### src/design/tvpd_pkg.sv
`default_nettype none
package tvpd_pkg;

  localparam int TPP_W   = 10;
  localparam int POS_W   = 7;
  localparam int TGT_W   = 8;
  localparam int MC_W    = 18;
  localparam int MAG_W   = MC_W - 1;
  localparam int DIR_W   = 2;

  localparam logic [TPP_W-1:0] TPP_RESET = 10'd100;

  localparam logic [POS_W-1:0]        FULL_OPEN   = 7'd100;
  localparam logic signed [TGT_W-1:0] OVER_OPEN   = 8'sd103;
  localparam logic signed [TGT_W-1:0] OVER_CLOSED = -8'sd3;

  localparam logic [DIR_W-1:0] DIR_IDLE  = 2'd0;
  localparam logic [DIR_W-1:0] DIR_OPEN  = 2'd1;
  localparam logic [DIR_W-1:0] DIR_CLOSE = 2'd2;

  localparam logic OP_TICK = 1'b0;
  localparam logic OP_SET  = 1'b1;

  typedef struct packed {
    logic take_target;
    logic set_dir;
    logic mod_start;
    logic step;
    logic chk;
    logic load;
    logic count;
    logic out_load;
  } tvpd_cmd_t;

  typedef struct packed {
    logic mc_zero;
    logic tpp_zero;
    logic mod_done;
    logic can_step;
    logic differ;
    logic out_full;
  } tvpd_stat_t;

endpackage
`default_nettype wire

### src/design/tvpd_mod.sv
`default_nettype none
module tvpd_mod (
  input  wire logic                        clk,
  input  wire logic                        rst_n,
  input  wire logic                        start,
  input  wire logic [tvpd_pkg::MAG_W-1:0]  dividend,
  input  wire logic [tvpd_pkg::TPP_W-1:0]  divisor,
  output logic                             done,
  output logic                             zero
);
  import tvpd_pkg::*;

  localparam int CNT_W = $clog2(MAG_W + 1);

  logic [CNT_W-1:0] cnt_r, cnt_nxt;
  logic             busy_r, busy_nxt;
  logic             done_r, done_nxt;
  logic [MAG_W-1:0] dvd_r, dvd_nxt;
  logic [TPP_W-1:0] rem_r, rem_nxt;
  logic [TPP_W:0]   sh;

  always_comb begin
    sh       = {rem_r, dvd_r[MAG_W-1]};
    cnt_nxt  = cnt_r;
    busy_nxt = busy_r;
    done_nxt = 1'b0;
    dvd_nxt  = dvd_r;
    rem_nxt  = rem_r;
    if (start) begin
      cnt_nxt  = CNT_W'(MAG_W);
      busy_nxt = 1'b1;
      dvd_nxt  = dividend;
      rem_nxt  = '0;
    end else if (busy_r) begin
      dvd_nxt = {dvd_r[MAG_W-2:0], 1'b0};
      if (sh >= {1'b0, divisor}) begin
        rem_nxt = TPP_W'(sh - {1'b0, divisor});
      end else begin
        rem_nxt = sh[TPP_W-1:0];
      end
      cnt_nxt = cnt_r - 1'b1;
      if (cnt_r == CNT_W'(1)) begin
        busy_nxt = 1'b0;
        done_nxt = 1'b1;
      end
    end
  end

  always_ff @(posedge clk) begin
    if (!rst_n) begin
      cnt_r  <= '0;
      busy_r <= 1'b0;
      done_r <= 1'b0;
    end else begin
      cnt_r  <= cnt_nxt;
      busy_r <= busy_nxt;
      done_r <= done_nxt;
    end
    dvd_r <= dvd_nxt;
    rem_r <= rem_nxt;
  end

  assign done = done_r;
  assign zero = (rem_r == '0);

endmodule
`default_nettype wire

### src/design/tvpd_dp.sv
`default_nettype none
module tvpd_dp (
  input  wire logic                        clk,
  input  wire logic                        rst_n,
  input  wire tvpd_pkg::tvpd_cmd_t         cmd,
  output tvpd_pkg::tvpd_stat_t             stat,
  input  wire logic [tvpd_pkg::TPP_W-1:0]  tpp,
  input  wire logic [tvpd_pkg::POS_W-1:0]  new_target,
  input  wire logic                        out_tready,
  output logic                             out_tvalid,
  output logic                             out_open,
  output logic                             out_close,
  output logic [tvpd_pkg::POS_W-1:0]       out_pos,
  output logic [tvpd_pkg::TGT_W-1:0]       out_tgt
);
  import tvpd_pkg::*;

  logic [POS_W-1:0]        pend_r;
  logic signed [TGT_W-1:0] tif_r;
  logic [POS_W-1:0]        pos_r;
  logic signed [MC_W-1:0]  mc_r;
  logic [DIR_W-1:0]        dir_r;
  logic signed [TGT_W-1:0] diff_r;

  logic                    ov_r;
  logic                    oo_r, oc_r;
  logic [POS_W-1:0]        op_r;
  logic [TGT_W-1:0]        ot_r;

  logic [POS_W-1:0]        sat_tgt;
  logic signed [TGT_W-1:0] new_tif;
  logic signed [TGT_W:0]   diff_w;
  logic signed [MC_W:0]    prod;
  logic signed [MC_W-1:0]  mc_neg;
  logic [MAG_W-1:0]        mag;
  logic                    mod_done, mod_zero;
  logic                    bound_ok;

  assign sat_tgt = (new_target > FULL_OPEN) ? FULL_OPEN : new_target;

  always_comb begin
    new_tif = TGT_W'(signed'({1'b0, pend_r}));
    if (pend_r == FULL_OPEN && pos_r < FULL_OPEN) begin
      new_tif = OVER_OPEN;
    end else if (pend_r == '0 && pos_r != '0) begin
      new_tif = OVER_CLOSED;
    end
  end

  assign diff_w = (TGT_W+1)'(new_tif) - (TGT_W+1)'(signed'({1'b0, pos_r}));
  assign prod   = diff_r * signed'({1'b0, tpp});
  assign mc_neg = -mc_r;
  assign mag    = mc_r[MC_W-1] ? mc_neg[MAG_W-1:0] : mc_r[MAG_W-1:0];

  assign bound_ok = (dir_r == DIR_OPEN) ? (pos_r < FULL_OPEN) : (pos_r != '0);

  tvpd_mod u_mod (
    .clk      (clk),
    .rst_n    (rst_n),
    .start    (cmd.mod_start),
    .dividend (mag),
    .divisor  (tpp),
    .done     (mod_done),
    .zero     (mod_zero)
  );

  always_ff @(posedge clk) begin
    if (!rst_n) begin
      pend_r <= '0;
      tif_r  <= '0;
      pos_r  <= '0;
      mc_r   <= '0;
      dir_r  <= DIR_IDLE;
      ov_r   <= 1'b0;
    end else begin
      if (cmd.take_target) begin
        pend_r <= sat_tgt;
      end
      if (cmd.set_dir) begin
        if (mc_r == '0) begin
          dir_r <= DIR_IDLE;
        end else if (mc_r[MC_W-1]) begin
          dir_r <= DIR_CLOSE;
        end else begin
          dir_r <= DIR_OPEN;
        end
      end
      if (cmd.step) begin
        if (dir_r == DIR_OPEN) begin
          pos_r <= pos_r + 1'b1;
        end else begin
          pos_r <= pos_r - 1'b1;
        end
      end
      if (cmd.chk) begin
        tif_r <= new_tif;
      end
      if (cmd.load) begin
        mc_r <= prod[MC_W-1:0];
      end else if (cmd.count) begin
        if (dir_r == DIR_OPEN) begin
          mc_r <= mc_r - 1'b1;
        end else begin
          mc_r <= mc_r + 1'b1;
        end
      end
      if (cmd.out_load) begin
        ov_r <= 1'b1;
      end else if (out_tready) begin
        ov_r <= 1'b0;
      end
    end
    if (cmd.chk) begin
      diff_r <= diff_w[TGT_W-1:0];
    end
    if (cmd.out_load) begin
      oo_r <= (dir_r == DIR_OPEN);
      oc_r <= (dir_r == DIR_CLOSE);
      op_r <= pos_r;
      ot_r <= tif_r;
    end
  end

  always_comb begin
    stat.mc_zero  = (mc_r == '0);
    stat.tpp_zero = (tpp == '0);
    stat.mod_done = mod_done;
    stat.can_step = (tpp != '0) && mod_zero && bound_ok;
    stat.differ   = (TGT_W'(signed'({1'b0, pend_r})) != tif_r);
    stat.out_full = ov_r && !out_tready;
  end

  assign out_tvalid = ov_r;
  assign out_open   = oo_r;
  assign out_close  = oc_r;
  assign out_pos    = op_r;
  assign out_tgt    = ot_r;

endmodule
`default_nettype wire

### src/design/tvpd_ctrl.sv
`default_nettype none
module tvpd_ctrl (
  input  wire logic                  clk,
  input  wire logic                  rst_n,
  input  wire logic                  in_tvalid,
  input  wire logic                  in_op,
  output logic                       in_tready,
  input  wire tvpd_pkg::tvpd_stat_t  stat,
  output tvpd_pkg::tvpd_cmd_t        cmd
);
  import tvpd_pkg::*;

  localparam logic [2:0] S_IDLE  = 3'd0;
  localparam logic [2:0] S_MOD   = 3'd1;
  localparam logic [2:0] S_STEP  = 3'd2;
  localparam logic [2:0] S_CHECK = 3'd3;
  localparam logic [2:0] S_LOAD  = 3'd4;
  localparam logic [2:0] S_COUNT = 3'd5;
  localparam logic [2:0] S_DONE  = 3'd6;

  logic [2:0] state_r, state_nxt;
  logic       cnt_r, cnt_nxt;

  assign in_tready = (state_r == S_IDLE);

  always_comb begin
    state_nxt = state_r;
    cnt_nxt   = cnt_r;
    cmd       = '0;
    case (state_r)
      S_IDLE: begin
        if (in_tvalid) begin
          if (in_op == OP_SET) begin
            cmd.take_target = 1'b1;
            state_nxt       = S_DONE;
          end else begin
            cmd.set_dir = 1'b1;
            if (stat.mc_zero) begin
              cnt_nxt   = 1'b0;
              state_nxt = S_CHECK;
            end else begin
              cnt_nxt = 1'b1;
              if (stat.tpp_zero) begin
                state_nxt = S_STEP;
              end else begin
                cmd.mod_start = 1'b1;
                state_nxt     = S_MOD;
              end
            end
          end
        end
      end
      S_MOD: begin
        if (stat.mod_done) begin
          state_nxt = S_STEP;
        end
      end
      S_STEP: begin
        if (stat.can_step) begin
          cmd.step  = 1'b1;
          state_nxt = S_CHECK;
        end else begin
          state_nxt = S_COUNT;
        end
      end
      S_CHECK: begin
        if (stat.differ) begin
          cmd.chk   = 1'b1;
          state_nxt = S_LOAD;
        end else if (cnt_r) begin
          state_nxt = S_COUNT;
        end else begin
          state_nxt = S_DONE;
        end
      end
      S_LOAD: begin
        cmd.load  = 1'b1;
        state_nxt = cnt_r ? S_COUNT : S_DONE;
      end
      S_COUNT: begin
        cmd.count = 1'b1;
        state_nxt = S_DONE;
      end
      S_DONE: begin
        if (!stat.out_full) begin
          cmd.out_load = 1'b1;
          state_nxt    = S_IDLE;
        end
      end
      default: begin
        state_nxt = S_IDLE;
      end
    endcase
  end

  always_ff @(posedge clk) begin
    if (!rst_n) begin
      state_r <= S_IDLE;
      cnt_r   <= 1'b0;
    end else begin
      state_r <= state_nxt;
      cnt_r   <= cnt_nxt;
    end
  end

endmodule
`default_nettype wire

### src/design/timed_valve_position_drive_unit.sv
`default_nettype none
// Flow: a set-target item takes the new target, then loads its result. A tick item with the
// counter at zero checks the target and reloads the counter when the target changed. With the
// counter running, it skips the modulo unit when ticks_per_percent is zero, else it waits for
// the 17-step bit-serial modulo unit that tests the counter against ticks_per_percent.
// Throughput: one item at a time, the next taken once the result is loaded, also
// while that result still waits in the output register. Reset: synchronous, active low.
// It clears targets, position, counter and direction, and loads ticks_per_percent with 100.
module timed_valve_position_drive_unit (
  input  wire logic         clk,
  input  wire logic         rst_n,
  input  wire logic         in_tvalid,
  output logic              in_tready,
  input  wire logic [7:0]   in_tdata,   // [6:0] new_target, [7] zero
  input  wire logic         in_tuser,   // [0] operation
  output logic              out_tvalid,
  input  wire logic         out_tready,
  output logic [23:0]       out_tdata,  // [0] open_drive, [1] close_drive, [8:2] position,
                                        // [16:9] active_target, [23:17] zero
  input  wire logic         psel,
  input  wire logic         penable,
  input  wire logic         pwrite,
  input  wire logic [2:0]   paddr,
  input  wire logic [31:0]  pwdata,
  output logic [31:0]       prdata,
  output logic              pready
);
  import tvpd_pkg::*;

  logic [TPP_W-1:0] tpp_r;
  tvpd_cmd_t        cmd;
  tvpd_stat_t       stat;
  logic             o_open, o_close;
  logic [POS_W-1:0] o_pos;
  logic [TGT_W-1:0] o_tgt;

  assign pready = 1'b1;

  always_ff @(posedge clk) begin
    if (!rst_n) begin
      tpp_r <= TPP_RESET;
    end else if (psel && penable && pwrite && paddr[2] == 1'b0) begin
      tpp_r <= pwdata[TPP_W-1:0];
    end
  end

  assign prdata = (paddr[2] == 1'b0) ? {{(32-TPP_W){1'b0}}, tpp_r} : 32'd0;

  tvpd_ctrl u_ctrl (
    .clk       (clk),
    .rst_n     (rst_n),
    .in_tvalid (in_tvalid),
    .in_op     (in_tuser),
    .in_tready (in_tready),
    .stat      (stat),
    .cmd       (cmd)
  );

  tvpd_dp u_dp (
    .clk        (clk),
    .rst_n      (rst_n),
    .cmd        (cmd),
    .stat       (stat),
    .tpp        (tpp_r),
    .new_target (in_tdata[POS_W-1:0]),
    .out_tready (out_tready),
    .out_tvalid (out_tvalid),
    .out_open   (o_open),
    .out_close  (o_close),
    .out_pos    (o_pos),
    .out_tgt    (o_tgt)
  );

  assign out_tdata = {7'd0, o_tgt, o_pos, o_close, o_open};

endmodule
`default_nettype wire
### config.mk
export PLATFORM = sky130hd
export DESIGN_NAME = timed_valve_position_drive_unit
export DESIGN_NICKNAME = d
export VERILOG_FILES = /design/src/design/tvpd_pkg.sv /design/src/design/tvpd_mod.sv /design/src/design/tvpd_dp.sv /design/src/design/tvpd_ctrl.sv /design/src/design/timed_valve_position_drive_unit.sv
export SDC_FILE = /design/constraint.sdc
export NUM_CORES = 1
export LEC_CHECK = 0
export BUFFER_PORTS_ARGS = -buffer_cell sky130_fd_sc_hd__buf_2
export CORE_ASPECT_RATIO = 1.25
export CORE_UTILIZATION = 40
export DETAILED_ROUTE_END_ITERATION = 16
export PLACE_DENSITY = 0.66
export SLEW_MARGIN = 30
export SYNTH_ARGS = -nofsm -noshare
export SYNTH_HDL_FRONTEND = slang
export SYNTH_SLANG_ARGS = --single-unit
export TNS_END_PERCENT = 20
### constraint.sdc
create_clock -name clk -period 10.5 [get_ports clk]
set_input_delay 0.525 -clock clk [delete_from_list [all_inputs] [get_ports clk]]
set_output_delay 0.525 -clock clk [all_outputs]
set_load 0.01 [all_outputs]
==> summary.md, run 1 <==
| Metric | Value |
|---|---|
| Register bit total from synthesis | 116 |
| Relative slew slack | 0.377 |
| Fmax | 207 MHz |
| Final TNS setup | 0 ns |
| Final Hold Viols | 0 |
| Logic pwr share | 0.450 |
| Final Critical Period | 4.84 ns |
| Worst-path clk slew | 0.06 ns |
| CTS Buf Count | 17 |
| Post-Synth Adder-Cell Area | 0.213 |
| Synth-to-layout area growth | 9.34% |
| Fin crit share | 0.461 |
| Max-cap violations | 0 |
| Multiplexer share of the synthesized area | 0.0221 |
| DP HPWL | 17400 um |
| H-tree depth | 4 |
| Post-CTS Setup Inserts | 0 |
| Async set-reset flop share out of synthesis | 0 |
| Post-cts repair resize count | 0 |
| Kind of critical path | flop to flop |
| Vias in the first global route | 7880 |
| DR pass1 iterations | 5 |
| Layout cells sized above 1 | 0.0958 |
| RSZ-0062 raised after global routing | no |
| Die width | 143 um |
| Filler instances | 2397 |
| Sequential share of the synthesized area | 0.276 |
| Max Slew Vio Count | 0 |
| Clk root buf | clkbuf_16 |
| Largest cells by area after synthesis | dfxtp_1, edfxtp_1, ha_1 |
| Largest family of logic cells by synthesized area | adder cells |
| Top-area cell type share of the netlist area | 0.149 |
| Post-synth EDFFs | 42 |
| Post-synth top flop | dfxtp_1 |
| Starting Density | 0.408 |
| Internal Power | 0.00132 W |
| CTS tree | built |
| Core ar. | 24400 um2 |
| Sink Count | 116 |
| Synth Cell Area | 9950 um2 |
| Post-Syn Instances | 1140 |
| Remaining routing DRC violations | 0 |
| Leakage | 4.90 nW |
| Most frequent cells in the layout | inv_1, nand2_1, ha_1 |
| Die Y | 178 um |
| PD cells | 210 nW/um2 |
| All-layer global routing usage | 0.193 |
| Die area | 25500 um2 |
| First-pass GRT wire length | 38400 um |
| Port Buffer Count | 54 |
| Synth warn | 0 |
| Routed WL per cell | 15.3 um |
| Mapped Avg Cell Area | 8.73 um2 |
| Critical path arrival | 5.12 ns |
| Row count | 64 |
| First DRT Iteration DRCs | 439 |
| Worst-Margin Slew | 0.933 ns |
| Post-CTS Hold Buffers | 0 |
| Simple-gate portion of the synthesized area | 0.190 |
| CP Max Fanout | 9 |
| Worst-case clock skew | 0.00828 ns |
| Critical path required time | 10.78 ns |
| Total congestion overflow | 0 |
| Reg-to-reg setup timing slack | 5.66 ns |
| # diodes | 0 |
| Dpl ws | 5.68 ns |
| Net Sw Frac | 0.423 |
| Final ANT Viol Nets | 0 |
| Largest net degree at the start of global routing | 51 |
| Post-Route Utilization | 0.446 |
| Num ports | 110 |
| Clock latency on the worst-skew pair | 0.43 ns |
| Total power | 0.00229 W |
| Worst vdd ir | 0.119 mV |
| CP Capture Type | flop |
| Status | finished, final reports clean |
| Seq pwr share | 0.311 |
| Total number of vias | 8040 |
| CTS Buffer Depth | 2 |
| Setup slack after layout | 5.66 ns |
| Routed wire length | 23200 um |
| Final setup viols | 0 |
| # nets final | 1356 |
| Worst Hold Class | primary input to flop |
| CP startpoint kind | flop |
| Initial antenna violation count | 0 |
| Part of the power in the clock network | 0.240 |
| Commonest non-fill, non-tap cell in the layout | inv_1 |
| Yosys top cell by area | dfxtp_1 |
| Xor/xnor share of the synthesized area | 0.0572 |
| NetSw | 0.000968 W |
| RD Place Congestion | 0.864 |
| Complex-gate fraction of the synthesized area | 0.156 |
| Netlist cell types | 69 |
| Vias per cell | 5.32 |
==> flip-flops by register name (all words and copies together) (netlist names), 7 cells and up <==
register          flops
u_dp.diff_r           8
u_dp.u_mod.dvd_r     17
u_dp.mc_r            18
u_dp.tif_r            8
u_dp.pos_r            7
u_dp.out_pos          7
u_dp.pend_r           7
u_dp.u_mod.rem_r     10
u_dp.out_tgt          8
tpp_r                10
==> power by group through the flow <==
stage               Combinational (W)  Sequential [W]  Clock (W)
floorplan                    0.000847        0.000664          0
global placement              0.00100        0.000715          0
detailed placement            0.00102        0.000718          0
CTS                           0.00103        0.000709   0.000557
global route                  0.00116        0.000724   0.000577
finish                        0.00103        0.000710   0.000548
==> cell usage after synthesis, drive strengths merged (23+ instances only) <==
library cell	n
fa	53
clkbuf	33
xnor2	29
and2	60
edfxtp	42
nand3	23
o21ai	66
ha	85
xor2	36
nor3	23
a21oi	63
nor2	69
inv	109
buf	44
dfxtp	74
nand2	103
==> final cells by class <==
cell class / instances / area, um2 / share of cell area
repair buffers: 57 / 293 / 0.0269
multi-input cells: 865 / 6470 / 0.594
flip-flops and latches: 116 / 2740 / 0.252
clock inverters: 12 / 96.3 / 0.00885
well taps: 330 / 413 / 0.0379
inverters: 110 / 413 / 0.0379
clock buffers: 20 / 458 / 0.0421
==> final timing paths <==
kind	from	endpoint	depth (start not counted)
setup / recovery	u_dp.diff_r[7]$_DFFE_PP_	u_dp.mc_r[16]$_SDFFE_PN0N_	16
hold / removal	pwdata[6]	tpp_r[6]$_SDFFE_PN1P_	3
hold reg to reg	u_dp.dir_r[1]$_SDFFE_PN0P_	u_dp.dir_r[1]$_SDFFE_PN0P_	2
setup reg to reg	u_dp.diff_r[7]$_DFFE_PP_	u_dp.mc_r[16]$_SDFFE_PN0N_	16
==> critical path, cell delays in order, from the launching register on <==
cell and delay (ns):
edfxtp_1 0.47, clkinv_1 0.33, nor2_1 0.24, fa_1 0.45, fa_1 0.53, fa_1 0.55, inv_1 0.05, fa_1 0.53
inv_1 0.04, ha_1 0.32, o21ai_0 0.09, a21oi_1 0.11, o31ai_1 0.34, nand2_1 0.11, a31oi_1 0.21, xor2_1 0.20
a311oi_1 0.11
==> kinds of logic (layout without fill, tap and decap cells) <==
group / Yosys count / in the layout
AND/OR/NAND/NOR: 366 / 366
buffers and inverters: 187 / 199
flip-flops: 116 / 116
multiplexers: 22 / 22
other: 2 / 30
adder cells (fa/ha/maj): 138 / 138
XOR/XNOR: 65 / 65
AO/OA/AOI/OAI: 244 / 244
==> per-stage QoR <==
step | cell area, um2 | hold WS [ns] | std cells
6_report | 10900 | 0.318 | 1510
5_1_grt | 10900 | 0.324 | 1510
4_1_cts | 10900 | 0.305 | 1510
3_5_place_dp | 10300 | 0.454 | 1478
3_3_place_gp | 10300 | 0.449 | 1478
2_1_floorplan | 10100 | 0.430 | 1168
==> metal layers <==
layer  routed length [um]  up-vias  share of wire  global-route usage
met2                11700      184           0.50               0.340
met1                 9900     3899           0.43               0.228
met4                  677        0          0.029              0.0883
li1                     -     3907              -                   -
met5                    0        -              0                   0
met3                  896       50          0.039              0.0301
(Power assumes the default switching activity.)
==> inputs of run 2 (changes only) <==
==> constraint.sdc (replaced) <==
create_clock -name clk -period 4.5 [get_ports clk]
set_input_delay 0.225 -clock clk [delete_from_list [all_inputs] [get_ports clk]]
set_output_delay 0.225 -clock clk [all_outputs]
set_load 0.01 [all_outputs]
==> run 2 against run 1 <==
- utilization is 2.9 points higher
- combinational power grew to 2.6 times the previous value
- cell count is 3.6% higher
- sequential share of layout area is 1.5 points lower
- non-clock buffer count is 54 higher
- clock skew hardly changed
- worst hold slack worse by 0.31 ns
- critical path type unchanged
- critical endpoint is now u_dp.mc_r[15]$_SDFFE_PN0N_
- largest power group unchanged
- highest routed layer unchanged
==> summary.md, run 2 (synthesis gave the netlist of run 1 again) <==
| Metric | Value |
|---|---|
| Status | finished, final reports clean |
| CTS Buffer Depth | 2 |
| Post-Route Utilization | 0.475 |
| Port Buffer Count | 54 |
| Worst vdd ir | 0.281 mV |
| # diodes | 0 |
| Max reg flops | 18 |
| WP buf/inv | 3 |
| Final ANT Viol Nets | 0 |
| Max-cap violations | 0 |
| Die width | 143 um |
| Vias in the first global route | 8039 |
| Leakage | 5.18 nW |
| Final Critical Period | 4.38 ns |
| Worst Hold Class | primary input to flop |
| CP startpoint kind | flop |
| Die area | 25500 um2 |
| Reg2Reg Depth | 16 |
| Critical path depth in cells | 16 |
| Setup slack after layout | 0.116 ns |
| Critical path required time | 4.79 ns |
| Commonest non-fill, non-tap cell in the layout | nand2_1 |
| RSZ-0062 raised after global routing | yes |
| CTS tree | built |
| PD cells | 486 nW/um2 |
| Dpl ws | -0.0830 ns |
| Relative slew slack | 0.400 |
| Worst-Margin Slew | 0.894 ns |
| Row count | 64 |
| Core ar. | 24400 um2 |
| CTS Buf Count | 17 |
| Post-CTS Hold Buffers | 0 |
| Reg-to-reg setup timing slack | 0.12 ns |
| Largest net degree at the start of global routing | 51 |
| Total number of vias | 8173 |
| First-pass GRT wire length | 39700 um |
| Sink Count | 116 |
| CP Capture Type | flop |
| Vias per cell | 5.23 |
| Worst Setup EP | u_dp.mc_r[15]$_SDFFE_PN0N_ |
| Filler instances | 2301 |
| Routed wire length | 24500 um |
| H-tree depth | 4 |
| Critical Path, Cell by Cell | buf_6, and2_4, fa_1, fa_2, fa_1, inv_2, fa_1, inv_2, ha_4, nand3_4, o22ai_4, o31ai_2, nand2_1, or3_1, a21oi_2, a311oi_2 |
| First DRT Iteration DRCs | 460 |
| Kind of critical path | flop to flop |
| Routed WL per cell | 15.7 um |
| Starting Density | 0.408 |
| RR Endpoint | u_dp.mc_r[15]$_SDFFE_PN0N_ |
| Critical path arrival | 4.67 ns |
| RD Place Congestion | 0.857 |
| Synth-to-layout area growth | 16.5% |
| Total congestion overflow | 0 |
| Fin crit share | 0.974 |
| RR Startpoint | u_dp.diff_r[5]$_DFFE_PP_ |
| Biggest regs | u_dp.mc_r x18, u_dp.u_mod.dvd_r x17 |
| Remaining routing DRC violations | 0 |
| Clk root buf | clkbuf_16 |
| Final setup viols | 0 |
| DR pass1 iterations | 5 |
| Clock latency on the worst-skew pair | 0.43 ns |
| Register name with the most flops | u_dp.mc_r |
| DP HPWL | 18000 um |
| Initial antenna violation count | 0 |
| Num ports | 110 |
| Cell mode on critical path | fa_1 |
| Layout cells sized above 1 | 0.183 |
| Final Hold Viols | 0 |
| Crit path largest cell delay | 0.54 ns |
| Max Slew Vio Count | 0 |
| CP Max Fanout | 4 |
| Die Y | 178 um |
| Setup crit start | u_dp.diff_r[5]$_DFFE_PP_ |
| # nets final | 1410 |
| Worst-case clock skew | 0.00868 ns |
| Worst-path clk slew | 0.06 ns |
| All-layer global routing usage | 0.200 |
| Slowest-stage cell, CP | fa_1 |
| Most frequent cells in the layout | nand2_1, inv_1, ha_1 |
| Fmax | 228 MHz |
| Cell family with most CP delay | adder cells |
==> run 2: power breakdown <==
group | switching, W | total, W | internal, W | leakage (nW)
Combinational | 0.00160 | 0.00272 | 0.00111 | 3.92
Clock | 0.000532 | 0.00129 | 0.000762 | 0.264
Sequential | 0.000246 | 0.00162 | 0.00138 | 0.994
Total | 0.00238 | 0.00563 | 0.00325 | 5.18
==> run 2: timing repair <==
| action | 4_1_cts | 5_1_grt |
|---|---|---|
| cloned | 0 | 0 |
| endpoints found under the hold margin | 0 | 0 |
| pin swaps | 8 | 45 |
| setup endpoints to repair | 6 | 10 |
| buffers inserted | 5 | 7 |
| resized for setup | 11 | 65 |
==> run 2: how the worst min path moves through the flow <==
stage          cells after the start                     endpoint                       start  slack [ns]
4_1_cts                            3        tpp_r[5]$_SDFFE_PN1P_                   pwdata[5]       0.001
3_5_place_dp                       2   u_dp.dir_r[1]$_SDFFE_PN0P_  u_dp.dir_r[1]$_SDFFE_PN0P_        0.45
6_report                           3        tpp_r[5]$_SDFFE_PN1P_                   pwdata[5]        0.01
5_1_grt                            3        tpp_r[4]$_SDFFE_PN0P_                   pwdata[4]        0.04
2_1_floorplan                      2  u_dp.pend_r[2]$_SDFFE_PN0P_                 in_tdata[2]        0.35
3_3_place_gp                       2   u_dp.dir_r[1]$_SDFFE_PN0P_  u_dp.dir_r[1]$_SDFFE_PN0P_        0.45
==> run 2: worst reg2reg max path: cells and delay by family, from the launching register on <==
kind,cells,cell delay (ns)
buf+inv,3,0.26
compound gates,4,0.47
simple gates,4,0.72
fa+ha+maj,5,2.28
flops,1,0.50
==> run 2: cell type report <==
type / count / area (um2) / share of cell area
multi-input combinational: 865 / 6760 / 0.583
sequential: 116 / 2750 / 0.237
timing repair buffer: 111 / 711 / 0.0613
clock buffer: 18 / 429 / 0.0370
inverter: 110 / 415 / 0.0358
tap: 330 / 413 / 0.0356
clock inverter: 14 / 128 / 0.0110
==> run 2: through the flow <==
step	TNS (ns)	hold WS, ns	cells	cell area [um2]	total power (W)
3_5_place_dp	-0.209	0.453	1520	10600	0.00416
5_1_grt	-0.233	0.0406	1564	11600	0.00605
2_1_floorplan	0	0.352	1168	10100	0.00353
3_3_place_gp	-0.0123	0.451	1520	10600	0.00411
6_report	0	0.0128	1564	11600	0.00563
4_1_cts	0	0.00138	1557	11300	0.00551
==> run 2: layer usage <==
layer  GRT usage  share of wire  vias up
met2       0.345           0.51      189
li1            -              -     4016
met3      0.0330          0.039       51
met1       0.241           0.42     3917
met4      0.0936          0.029        0
met5           0              0        -
==> inputs of run 3 (changes only) <==
--- a/config.mk
+++ b/config.mk
@@ -5,6 +5,7 @@
 export SDC_FILE = /design/constraint.sdc
 export NUM_CORES = 1
 export LEC_CHECK = 0
+export ABC_AREA = 1
 export BUFFER_PORTS_ARGS = -buffer_cell sky130_fd_sc_hd__buf_2
 export CORE_ASPECT_RATIO = 1.25
 export CORE_UTILIZATION = 40
==> run 3 against run 2 <==
- clock power up 10%
- setup slack improved by 0.061 ns
- design area grew 0.78%
- combinational power up 17%
- first-iteration DRC count increased by 17%
- non-clock buffer count shrank 16
- via count up 11%
- clock skew down 0.0012 ns
- global-route usage is 0.098 points higher
- synthesized area grew 3.7%
- sequential share of layout area is 0.17 points lower
==> summary.md, run 3 <==
| Metric | Value |
|---|---|
| Worst-case clock skew | 0.00748 ns |
| RSZ-0062 raised after global routing | yes |
| Crit path largest cell delay | 0.52 ns |
| Most frequent cells in the layout | nand2_1, inv_1, nor2_1 |
| CTS Buffer Depth | 2 |
| Synth Cell Area | 10300 um2 |
| PD cells | 537 nW/um2 |
| RD Place Congestion | 0.902 |
| # nets final | 1686 |
| Relative slew slack | 0.386 |
| CP startpoint kind | flop |
| Final Hold Viols | 0 |
| CTS Buf Count | 17 |
| Post-Syn Instances | 1426 |
| Final setup viols | 0 |
| CTS tree | built |
| Netlist cell types | 46 |
| Max Used Layer | met4 |
| Register bit total from synthesis | 116 |
| Worst vdd ir | 0.268 mV |
| Remaining routing DRC violations | 0 |
| Mapped Avg Cell Area | 7.24 um2 |
| Top-area cell type share of the netlist area | 0.143 |
| Core ar. | 25300 um2 |
| Synth warn | 0 |
| Largest cells by area after synthesis | dfxtp_1, edfxtp_1, nand2_1 |
| DP HPWL | 19900 um |
| Critical path required time | 4.82 ns |
| Sequential share of the synthesized area | 0.266 |
| Routed wire length | 25500 um |
| Status | finished, final reports clean |
| Max-cap violations | 0 |
| Layout cells sized above 1 | 0.116 |
| First-pass GRT wire length | 42600 um |
| Count leader, synth | nand2_1 |
| Die Y | 182 um |
| Post-synth EDFFs | 42 |
| CP Capture Type | flop |
| First DRT Iteration DRCs | 539 |
| Die width | 146 um |
| Filler instances | 2565 |
| Initial antenna violation count | 0 |
| Num ports | 110 |
| Leakage | 6.12 nW |
| DR pass1 iterations | 5 |
| Post-synth top flop | dfxtp_1 |
| Register name with the most flops | u_dp.mc_r |
| Metal2 WL | 12500 um |
| Vias per cell | 4.90 |
| Wl on met1 | 11200 um |
| Routed WL per cell | 13.8 um |
| Dpl cell area | 10900 um2 |
| Synth-to-layout area growth | 13.2% |
| Row count | 65 |
| # diodes | 0 |
| Total congestion overflow | 0 |
| Largest net degree at the start of global routing | 40 |
| Total number of vias | 9032 |
| Cell area after layout | 11700 um2 |
| All-layer global routing usage | 0.201 |
| Setup slack after layout | 0.178 ns |
| H-tree depth | 4 |
| Critical Path, Cell by Cell | clkinvlp_4, buf_12, buf_4, buf_4, nor2_1, fa_1, fa_1, fa_1, ha_1, ha_1, nand2_1, nor3_1, nand3_1, nand3_1, nand2_1, nor2_1, nor2_1 |
| Worst-Margin Slew | 0.915 ns |
| Critical path arrival | 4.64 ns |
| Commonest non-fill, non-tap cell in the layout | nand2_1 |
| Fmax | 231 MHz |
| Max Slew Vio Count | 0 |
| Starting Density | 0.408 |
| Async set-reset flop share out of synthesis | 0 |
| Sink Count | 116 |
| Worst Hold Class | primary input to flop |
| Die area | 26500 um2 |
| Final ANT Viol Nets | 0 |
| Port Buffer Count | 54 |
| Yosys top cell by area | dfxtp_1 |
| Met3 WL | 921 um |
| Post-Route Utilization | 0.462 |
| Synth cell count leaders | nand2_1, inv_1, nor2_1 |
| Max reg flops | 18 |
| Biggest regs | u_dp.mc_r x18, u_dp.u_mod.dvd_r x17 |
| Final Critical Period | 4.32 ns |
| Clock latency on the worst-skew pair | 0.43 ns |
| Worst-path clk slew | 0.06 ns |
| Dpl ws | 0.0642 ns |
| Vias in the first global route | 8818 |
| Clk root buf | clkbuf_16 |
| Kind of critical path | flop to flop |
| CP Max Fanout | 6 |
| Slowest-stage cell, CP | fa_1 |
| Fin crit share | 0.961 |
-- run 3: changes by cell type after synthesis, moves of 27 or more --
cell	previous run	this run
nand2_1	101	327
inv_1	109	260
and2_1	60	1
nor2_1	69	118
nand3_1	23	63
a21oi_1	63	96
o21ai_0	43	70
-- run 3: final timing paths --
kind                                    startpoint                               end  cells after the start  slack [ns]
setup / recovery          u_dp.diff_r[7]$_DFFE_PP_        u_dp.mc_r[17]$_SDFFE_PN0N_                     17        0.18
hold / removal                           pwdata[5]             tpp_r[5]$_SDFFE_PN1P_                      3        0.02
setup reg to reg          u_dp.diff_r[7]$_DFFE_PP_        u_dp.mc_r[17]$_SDFFE_PN0N_                     17        0.18
hold reg to reg   u_dp.u_mod.rem_r[8]$_SDFFE_PP0P_  u_dp.u_mod.rem_r[8]$_SDFFE_PP0P_                      2        0.47
-- run 3: routing by layer --
metal,up-vias,global-route usage
li1,4598,-
met1,4162,0.246
met2,215,0.353
met3,57,0.0286
met4,0,0.0813
met5,-,0
-- run 3: what timing repair did --
item | in CTS | in global routing
gates resized for setup | 0 | 28
hold buffers | 0 | 0
setup endpoints to repair | 0 | 10
setup buffers | 0 | 10
-- run 3: report_power, final --
part	switching, W	internal, W	total [W]
clock	0.000508	0.000907	0.00142
sequential	0.000262	0.00142	0.00168
combinational	0.00202	0.00116	0.00318
-- run 3: area by class of cell --
type | count | area (um2) | area share
well taps | 335 | 419 | 0.0359
clock buffers | 21 | 503 | 0.0430
flip-flops and latches | 116 | 2750 | 0.235
clock inverters | 11 | 119 | 0.0102
inverters | 273 | 1030 | 0.0882
repair buffers | 95 | 588 | 0.0503
multi-input cells | 994 | 6280 | 0.537
-- run 3: kinds of logic (layout without fill, tap and decap cells) --
group | Yosys count | count (layout) | share of synthesized area
buf+inv | 344 | 400 | 0.144
compound gates | 223 | 223 | 0.118
fa+ha+maj | 138 | 138 | 0.206
flops | 116 | 116 | 0.266
simple gates | 557 | 557 | 0.227
xor+xnor | 46 | 46 | 0.0390
other cells | 2 | 30 | 0.000727
-- run 3: metrics by stage --
stage	hold slack (ns)	std cells	power, W	setup TNS (ns)
3_5_place_dp	0.451	1803	0.00479	0
6_report	0.0205	1845	0.00628	0
4_1_cts	0.00619	1835	0.00624	0
3_3_place_gp	0.456	1803	0.00476	0
5_1_grt	0.0318	1845	0.00683	-0.0646
2_1_floorplan	0.355	1454	0.00400	0
-- run 3: critical path, delay by kind of cell, from the launching register on --
kind	cells	cell delay, ns
adder cells (fa/ha/maj)	5	2.13
AND/OR/NAND/NOR	8	1.08
buffers and inverters	4	0.57
flip-flops	1	0.43
